<file path="src/rtl/hpa_pkg.sv">
package hpa_pkg;

    localparam logic [1:0] OP_ALLOC = 2'd0;
    localparam logic [1:0] OP_TRY   = 2'd1;
    localparam logic [1:0] OP_FREE  = 2'd2;

    localparam logic [1:0] ST_OK        = 2'd0;
    localparam logic [1:0] ST_EMPTY     = 2'd1;
    localparam logic [1:0] ST_INVALID   = 2'd2;
    localparam logic [1:0] ST_EXHAUSTED = 2'd3;

    typedef struct packed {
        logic push;
        logic pop;
    } t_fq_ctrl;

    typedef struct packed {
        logic empty;
        logic full;
    } t_fq_stat;

endpackage

</file>
<file path="src/rtl/handle_pool_allocator_unit.sv">
// Result: registered as the EXEC state completes; EXEC waits while a stalled
// result is held. No new transaction is taken until EXEC is done: IDLE does the
// read of the in-use bitmap and free-queue memories, EXEC the modify and write-back.
// Reset: synchronous, active low; clears queue pointers, fresh counter and
// handshake state. No clearing pass: bitmap entries at or above the fresh
// counter read as free.
module handle_pool_allocator_unit import hpa_pkg::*; #(
    parameter int HANDLES = 256
) (
    input  logic       i_clk,
    input  logic       i_rst_n,
    input  logic       i_in_valid,
    output logic       o_in_stall,
    input  logic [1:0] i_operation,
    input  logic [7:0] i_release_handle,
    output logic       o_out_valid,
    input  logic       i_out_stall,
    output logic [7:0] o_granted_handle,
    output logic [1:0] o_status
);

    localparam int HW = $clog2(HANDLES);
    localparam int CW = $clog2(HANDLES + 1);
    localparam int EW = (CW > 8) ? CW : 8;

    localparam logic [0:0] S_IDLE = 1'b0;
    localparam logic [0:0] S_EXEC = 1'b1;

    logic [0:0]    r_state, n_state;
    logic [CW-1:0] r_fresh, n_fresh;
    logic          r_out_valid, n_out_valid;
    logic [7:0]    r_granted, n_granted;
    logic [1:0]    r_status, n_status;
    logic [1:0]    r_op;
    logic [7:0]    r_rel;

    logic          map_mem [HANDLES];
    logic          r_map_rd;
    logic [HW-1:0] map_rd_addr;
    logic          map_we;
    logic [HW-1:0] map_wr_addr;
    logic          map_wr_data;

    t_fq_ctrl      fq_ctrl;
    t_fq_stat      fq_stat;
    logic [HW-1:0] fq_rd_data;

    logic          in_acc;
    logic          done;
    logic          rel_in_use;
    logic          fresh_exhausted;
    logic [EW-1:0] rel_ext;
    logic [EW-1:0] fresh_ext;

    hpa_free_queue #(
        .HANDLES (HANDLES)
    ) u_free_queue (
        .i_clk       (i_clk),
        .i_rst_n     (i_rst_n),
        .i_ctrl      (fq_ctrl),
        .i_push_data (HW'(r_rel)),
        .o_rd_data   (fq_rd_data),
        .o_stat      (fq_stat)
    );

    assign rel_ext         = EW'(r_rel);
    assign fresh_ext       = EW'(r_fresh);
    assign rel_in_use      = (rel_ext < fresh_ext) && r_map_rd;
    assign fresh_exhausted = (r_fresh == CW'(HANDLES));
    assign map_rd_addr     = (r_state == S_IDLE) ? HW'(i_release_handle) : HW'(r_rel);

    assign in_acc     = i_in_valid && (r_state == S_IDLE);
    assign done       = (r_state == S_EXEC) && (!r_out_valid || !i_out_stall);
    assign o_in_stall = (r_state != S_IDLE);

    always_comb begin
        n_state     = r_state;
        n_fresh     = r_fresh;
        n_out_valid = r_out_valid && i_out_stall;
        n_granted   = r_granted;
        n_status    = r_status;
        map_we      = 1'b0;
        map_wr_addr = HW'(r_rel);
        map_wr_data = 1'b0;
        fq_ctrl     = '0;
        if (in_acc) begin
            n_state = S_EXEC;
        end
        if (done) begin
            n_state     = S_IDLE;
            n_out_valid = 1'b1;
            n_granted   = '0;
            n_status    = ST_OK;
            unique case (r_op)
                OP_ALLOC, OP_TRY: begin
                    priority if (!fq_stat.empty) begin
                        fq_ctrl.pop = 1'b1;
                        map_we      = 1'b1;
                        map_wr_addr = fq_rd_data;
                        map_wr_data = 1'b1;
                        n_granted   = 8'(fq_rd_data);
                    end else if (r_op == OP_TRY) begin
                        n_status = ST_EMPTY;
                    end else if (fresh_exhausted) begin
                        n_status = ST_EXHAUSTED;
                    end else begin
                        map_we      = 1'b1;
                        map_wr_addr = r_fresh[HW-1:0];
                        map_wr_data = 1'b1;
                        n_granted   = 8'(r_fresh);
                        n_fresh     = r_fresh + 1'b1;
                    end
                end
                OP_FREE: begin
                    if (rel_in_use && !fq_stat.full) begin
                        map_we       = 1'b1;
                        map_wr_data  = 1'b0;
                        fq_ctrl.push = 1'b1;
                    end else begin
                        n_status = ST_INVALID;
                    end
                end
                default: begin
                end
            endcase
        end
    end

    always_ff @(posedge i_clk) begin
        if (!i_rst_n) begin
            r_state     <= S_IDLE;
            r_fresh     <= '0;
            r_out_valid <= 1'b0;
        end else begin
            r_state     <= n_state;
            r_fresh     <= n_fresh;
            r_out_valid <= n_out_valid;
        end
    end

    always_ff @(posedge i_clk) begin
        if (in_acc) begin
            r_op  <= i_operation;
            r_rel <= i_release_handle;
        end
        r_granted <= n_granted;
        r_status  <= n_status;
    end

    always_ff @(posedge i_clk) begin
        if (map_we) begin
            map_mem[map_wr_addr] <= map_wr_data;
        end
        r_map_rd <= map_mem[map_rd_addr];
    end

    assign o_out_valid      = r_out_valid;
    assign o_granted_handle = r_granted;
    assign o_status         = r_status;

endmodule

</file>
<file path="src/rtl/hpa_free_queue.sv">
module hpa_free_queue import hpa_pkg::*; #(
    parameter int HANDLES = 256
) (
    input  logic                       i_clk,
    input  logic                       i_rst_n,
    input  t_fq_ctrl                   i_ctrl,
    input  logic [$clog2(HANDLES)-1:0] i_push_data,
    output logic [$clog2(HANDLES)-1:0] o_rd_data,
    output t_fq_stat                   o_stat
);

    localparam int HW = $clog2(HANDLES);
    localparam int CW = $clog2(HANDLES + 1);

    logic [HW-1:0] queue_mem [HANDLES];
    logic [HW-1:0] r_rd_data;
    logic [HW-1:0] r_head, n_head;
    logic [HW-1:0] r_tail, n_tail;
    logic [CW-1:0] r_count, n_count;

    always_comb begin
        n_head  = r_head;
        n_tail  = r_tail;
        n_count = r_count;
        if (i_ctrl.pop) begin
            n_head  = (r_head == HW'(HANDLES - 1)) ? '0 : r_head + 1'b1;
            n_count = r_count - 1'b1;
        end
        if (i_ctrl.push) begin
            n_tail  = (r_tail == HW'(HANDLES - 1)) ? '0 : r_tail + 1'b1;
            n_count = r_count + 1'b1;
        end
    end

    assign o_stat.empty = (r_count == '0);
    assign o_stat.full  = (r_count == CW'(HANDLES));
    assign o_rd_data    = r_rd_data;

    always_ff @(posedge i_clk) begin
        if (!i_rst_n) begin
            r_head  <= '0;
            r_tail  <= '0;
            r_count <= '0;
        end else begin
            r_head  <= n_head;
            r_tail  <= n_tail;
            r_count <= n_count;
        end
    end

    always_ff @(posedge i_clk) begin
        if (i_ctrl.push) begin
            queue_mem[r_tail] <= i_push_data;
        end
        r_rd_data <= queue_mem[r_head];
    end

endmodule

</file>
<file path="config.mk">
export PLATFORM = sky130hd
export DESIGN_NAME = handle_pool_allocator_unit
export DESIGN_NICKNAME = d
export VERILOG_FILES = /design/src/rtl/hpa_pkg.sv /design/src/rtl/handle_pool_allocator_unit.sv /design/src/rtl/hpa_free_queue.sv
export SDC_FILE = /design/constraint.sdc
export NUM_CORES = 2
export LEC_CHECK = 0
export BUFFER_PORTS_ARGS = -buffer_cell sky130_fd_sc_hd__buf_2
export CAP_MARGIN = 20
export CORE_MARGIN = 1.5
export CORE_UTILIZATION = 35
export DETAILED_ROUTE_END_ITERATION = 12
export HOLD_SLACK_MARGIN = 0.08
export MAX_ROUTING_LAYER = met4
export PLACE_DENSITY = 0.56
export SLEW_MARGIN = 30
export SYNTH_ARGS = -nofsm -noshare
export SYNTH_HDL_FRONTEND = slang
export SYNTH_HIERARCHICAL = 1
export SYNTH_SLANG_ARGS = --single-unit
</file>
<file path="constraint.sdc">
create_clock -name i_clk -period 11.2 [get_ports i_clk]
set_clock_uncertainty 0.15 [all_clocks]
set_input_delay 3.36 -clock i_clk [delete_from_list [all_inputs] [get_ports i_clk]]
set_output_delay 3.36 -clock i_clk [all_outputs]
set_load 0.02 [all_outputs]
</file>
---- Yosys cells after proc, flatten, opt, wreduce, memory -nomap -nowiden ----
Memory sizes are Yosys's and may differ from the RTL's. A register that Yosys moved wholly into a read port is not among the register bits.
Cells that the tools add are included.
storage, ports and cells
  memory bits (read-only) ................. 0
  latch bits .............................. 0
  bits in writable memories ............... 2304
  register bits after elaboration ......... 56
  output and inout bits ................... 12
  memories ................................ 2
operators by class
  bitwise gates (word level) .............. 4
  magnitude comparators ................... 1
  shift-type cells ........................ 0
  $add $sub $neg .......................... 5
  multiplexer cells ....................... 35
  $mul .................................... 0
  reduce and logical (&&, ||, !) cells .... 15
  divide/modulo/power cells ............... 0
  equal/unequal tests ..................... 6
memories
  name                    words  bits a word  rd ports  clocked after memory_dff  wr ports  line                              text
  u_free_queue.queue_mem  256    8            1         1                         1         hpa_free_queue.sv:15              logic [HW-1:0] queue_mem [HANDLES];
  map_mem                 256    1            1         1                         1         handle_pool_allocator_unit.sv:37  logic map_mem [HANDLES];
operators with widths
  operator                                             count
  2-to-1 mux 8 bit                                     11
  adder 9 x 1 -> 9 bit, second input constant          2
  equality test 9 bit, second input constant           2
  2-to-1 mux 9 bit                                     2
  adder 8 x 1 -> 8 bit, second input constant          2
  equality test 8 bit, second input constant           2
  2-to-1 mux 1 bit                                     15
  2-to-1 mux 2 bit                                     5
  logical NOT 9 bit                                    1
  less-than comparator 8 x 9 -> 1 bit                  1
  subtractor 9 x 1 -> 9 bit, second input constant     1
  logical AND 1 bit                                    5
  AND reduction 5 bit                                  1
  inverter 1 bit                                       4
  case mux 2 bit (2 select lines)                      1
  OR reduction 2 bit                                   2
  logical NOT 1 bit                                    3
  equality test 2 x 1 -> 1 bit, second input constant  1
  equality test 2 bit, second input constant           1
  logical NOT 2 bit                                    1
  case mux 1 bit (2 select lines)                      1
  nonzero test 2 bit                                   1
  logical OR 1 bit                                     1

---- Depth between registers and ports, before layout ----
  word-level depth ........................ 8
  depth in mapped cells ................... 16
  gate-level depth less buffers ........... 16

---- Modules after synthesis ----
The synthesis kept the hierarchy.
by module, submodules not included
  module                      sequential area each (um^2)  instances  cells an instance  area an instance (um^2)
  hpa_free_queue              62159.6                      1          3900               81674.6
  handle_pool_allocator_unit  8528.2                       1          1266               14256.2

---- Worst setup path after synthesis ----
OpenSTA, ideal clock, no wires.
  path kind ............................... register -> register
  start ................................... reg r_rel[5]
  end ..................................... mem u_free_queue/queue_mem[144][0] (netlist name) (enable)
  slack ................................... 3.897 ns
  setup time .............................. 0.370 ns
  arrival time ............................ 6.783 ns
  cell stages (with the launch flop) ...... 11
  cell sequence ........................... edfxtp_1 -> ha_1 -> a21o_1 -> a2111oi_0 -> o21ai_0 -> a21oi_1 -> inv_1 -> or4_1 -> clkbuf_1 -> clkbuf_1 -> nor2_1
RTL lines
  what                    line                               text
  from (decl)             handle_pool_allocator_unit.sv:35   logic [7:0] r_rel;
  from (signal assigned)  handle_pool_allocator_unit.sv:144  r_rel <= i_release_handle;
  to (decl)               hpa_free_queue.sv:15

==> results.toml <==
[power]
power_density_mw_per_mm2 = 175.9
p_leak_nw = 31.92
peakVddDrop_mv = 0.1492

[floorplanning]
pin_count = 26
coreArea_mm2 = 0.2731
die_h_um = 526.5
dieArea_mm2 = 0.2772
initial_core_util_pct = 35.12
die_w_um = 526.5
num_rows = 192

[cts]
numCtsBuffers = 232
cts.sinks = 2369
ctsResizeCount = 0
h-tree-depth = 4
clk_pin_slew_ns = 0.07
post_cts_buffers = 0
hold_buffers = 0
cts_tree = "built"
cts_root_buffer = "clkbuf_16"
cts_buffer_depth = 4
clkLatencyLatePin_ns = 0.86

[synthesis]
yosysUniqueCellTypes = 87
syn_nets = 5202
yosysWarnings = 6
synth-seq-cells = 2369
synth-edff-count = 2324
yosysSeqAreaShare_pct = 73.69
syn_avg_cell_area_um2 = 18.57
synth-async-reset-ratio_pct = 0
synthCells = 5166
yosys_most_used_dff = "edfxtp_1"
netlist_area_mm2 = 0.09593

[placed_design]
place.port_buffers = 25
dp_hpwl_um = 154400
place_congestion = 0.8406

[layout]
layout-drive-gt1-share_pct = 19.08
final_util_pct = 39.29
nFillCells = 24340
mostFrequentLayoutCells = "edfxtp_1, mux4_2, nor2_1"
final_common_cell = "edfxtp_1"
fin_nets = 5240
syn2layout_area_growth_pct = 11.88

[route]
top_layer_used = "met4"
dr_wl_met3_um = 21250
drt_pass1_iterations = 6
drt-total-wl_um = 262200
wl_met2_um = 123000
avgViaCountPerCell = 5.694
dr_total_vias = 51110
drc_errors = 0
wl_per_cell_um = 29.21
drt_iter0_drc = 5978
ant_nets = 0
wl_met1_um = 111900

[worst_setup_path]
cp-end-kind = "flip-flop"
path_cells = "buf_2 > a21bo_2 > inv_1 > nand3_1 > a21oi_2 > buf_4 > nand2_1 > nor2_1 > nand2_1 > buf_4 > nor2_1"
cpLargestDelayFamily = "simple AND/OR/NAND/NOR gates"
critical_path_class = "in -> reg"
cp_max_fo = 17
worstPathRequired_ns = 11.53
path_buf_inv = 4
cp_slowest_cell = "nand2_1"
startpoint_type = "input port"
slowest_delay_ns = 0.79
cp.arrival_ns = 7.52

[sta]
hold_viol = 0
maxSlewViolCount = 0
whs_ns = 0.3746
setup_viol = 0
fmax_mhz = 139.2
rsz0062_at_grt = "false"
min_period_ns = 7.185
timing.setup.tns_ns = 0
tightestPinTransition_ns = 1.078
min_period_over_period_pct = 64.15
relSlewSlack_pct = 27.48

[global_routing]
grt_pass1_vias = 49880
grt_usage_pct = 19.04
grt_max_degree = 190
grt_first_pass_wirelength_um = 373400
antenna_found_initial = 10
gr-total-overflow = 0

[outcome]
status = "finished clean"

[flow_run]
max-cap-violations = 0

[min_path]
hold_path.class = "reg -> reg"
==> cells by family after synthesis <==
group                    synth area share [%]
flip-flops                              73.69
AND/OR/NAND/NOR                         5.790
multiplexers                            14.14
AO/OA/AOI/OAI                           3.396
buffers and inverters                   2.495
XOR/XNOR                               0.2009
adder cells (fa/ha/maj)                0.2948
==> metrics by stage <==
step | setup slack [ns] | power [mW] | cell area, µm² | instances
global placement | 3.472 | 11.25 | 99480 | 8549
detailed placement | 3.288 | 11.26 | 99580 | 8551
floorplan | 3.897 | 10.93 | 95930 | 5166
CTS | 4.160 | 18.99 | 107100 | 8963
finish | 4.015 | 18.88 | 107300 | 8977
global route | 3.951 | 19.41 | 107300 | 8975
==> final timing paths <==
path | start | to | slack (ns) | cells past startpoint
max | i_out_stall | u_free_queue/queue_mem[180][3] | 4.01 | 11
min | u_free_queue/r_count[7] | u_free_queue/r_count[7] | 0.37 | 2
min reg2reg | u_free_queue/r_count[7] | u_free_queue/r_count[7] | 0.37 | 2
max reg2reg | r_rel[6] | u_free_queue/queue_mem[180][3] | 5.14 | 11
==> layer usage <==
layer	vias to the layer above	GRT usage (%)
met5	-	-
met1	27330	26.49
met3	369	3.387
li1	21140	-
met2	2275	29.15
met4	0	4.339
==> area by class of cell <==
type                            count  area [µm²]  share of cell area [%]
Antenna cell                        6       15.01                 0.01399
Inverter                           34       140.1                  0.1306
Timing Repair Buffer              153        1384                   1.289
Clock buffer                      277        6057                   5.644
Tap cell                         3589        4491                   4.184
Sequential cell                  2369       70710                   65.88
Clock inverter                    135        1420                   1.323
Multi-Input combinational cell   2414       23110                   21.54
==> state kept, by name (all words and copies together), names as in the netlist <==
| register | flops |
|---|---|
| map_mem | 256 |
| fresh_ext | 9 |
| u_free_queue/r_tail | 8 |
| u_free_queue/o_rd_data | 8 |
| u_free_queue/r_count | 9 |
| u_free_queue/r_head | 8 |
| o_granted_handle | 8 |
| o_out_valid | 1 |
| o_in_stall | 1 |
| o_status | 2 |
| r_rel | 8 |
| u_free_queue/queue_mem | 2048 |
| r_map_rd | 1 |
| r_op | 2 |
==> worst register-to-register path, cell delays in order (launching register included) <==
cell,delay (ns)
edfxtp_1,0.32
buf_4,0.62
ha_1,0.41
a2111oi_0,0.64
o21ai_0,0.30
a21oi_2,0.35
buf_4,0.30
nand2_1,0.10
nor2_1,0.50
nand2_1,0.79
buf_4,0.52
nor2_1,0.68
==> synthesized netlist by cell type (8+ instances only) <==
library cell,n,share of area [%]
edfxtp_1,2324,73
mux4_2,433,10
nor2_1,353,1.4
nand2_1,261,1.0
mux2i_1,243,2.5
nor3_1,228,1.2
clkbuf_1,139,0.54
buf_2,93,0.49
nand3_1,86,0.45
a21oi_1,68,0.35
o22ai_1,68,0.44
nor4_1,56,0.37
mux4_1,52,1.4
o21ai_0,50,0.26
buf_6,48,0.56
dfxtp_1,45,0.94
a31oi_1,32,0.21
a211oi_1,31,0.24
inv_1,31,0.12
o221ai_1,31,0.28
and2_1,29,0.19
nor2b_1,28,0.18
a221oi_1,24,0.22
or3_1,24,0.16
a22oi_1,23,0.18
nand2b_1,22,0.14
or2_2,22,0.14
buf_4,21,0.16
ha_1,21,0.27
a32oi_1,19,0.17
xnor2_1,17,0.16
buf_1,16,0.063
nand4_1,15,0.098
buf_12,14,0.29
o32ai_1,13,0.12
a22o_1,11,0.10
or2_1,11,0.072
buf_8,10,0.16
nor3_2,10,0.10
and3_1,9,0.059
o31ai_1,9,0.070
a2111oi_0,8,0.073
a21o_1,8,0.063
a311oi_1,8,0.073
==> where the power goes <==
part	leakage, nW	total, mW	internal [mW]	switching (mW)
clock	3.64	7.79	4.48	3.31
combinational	6.93	1.28	0.438	0.841
sequential	21.3	9.80	9.78	0.0227
No activity file was read; power rests on OpenSTA's default activity.
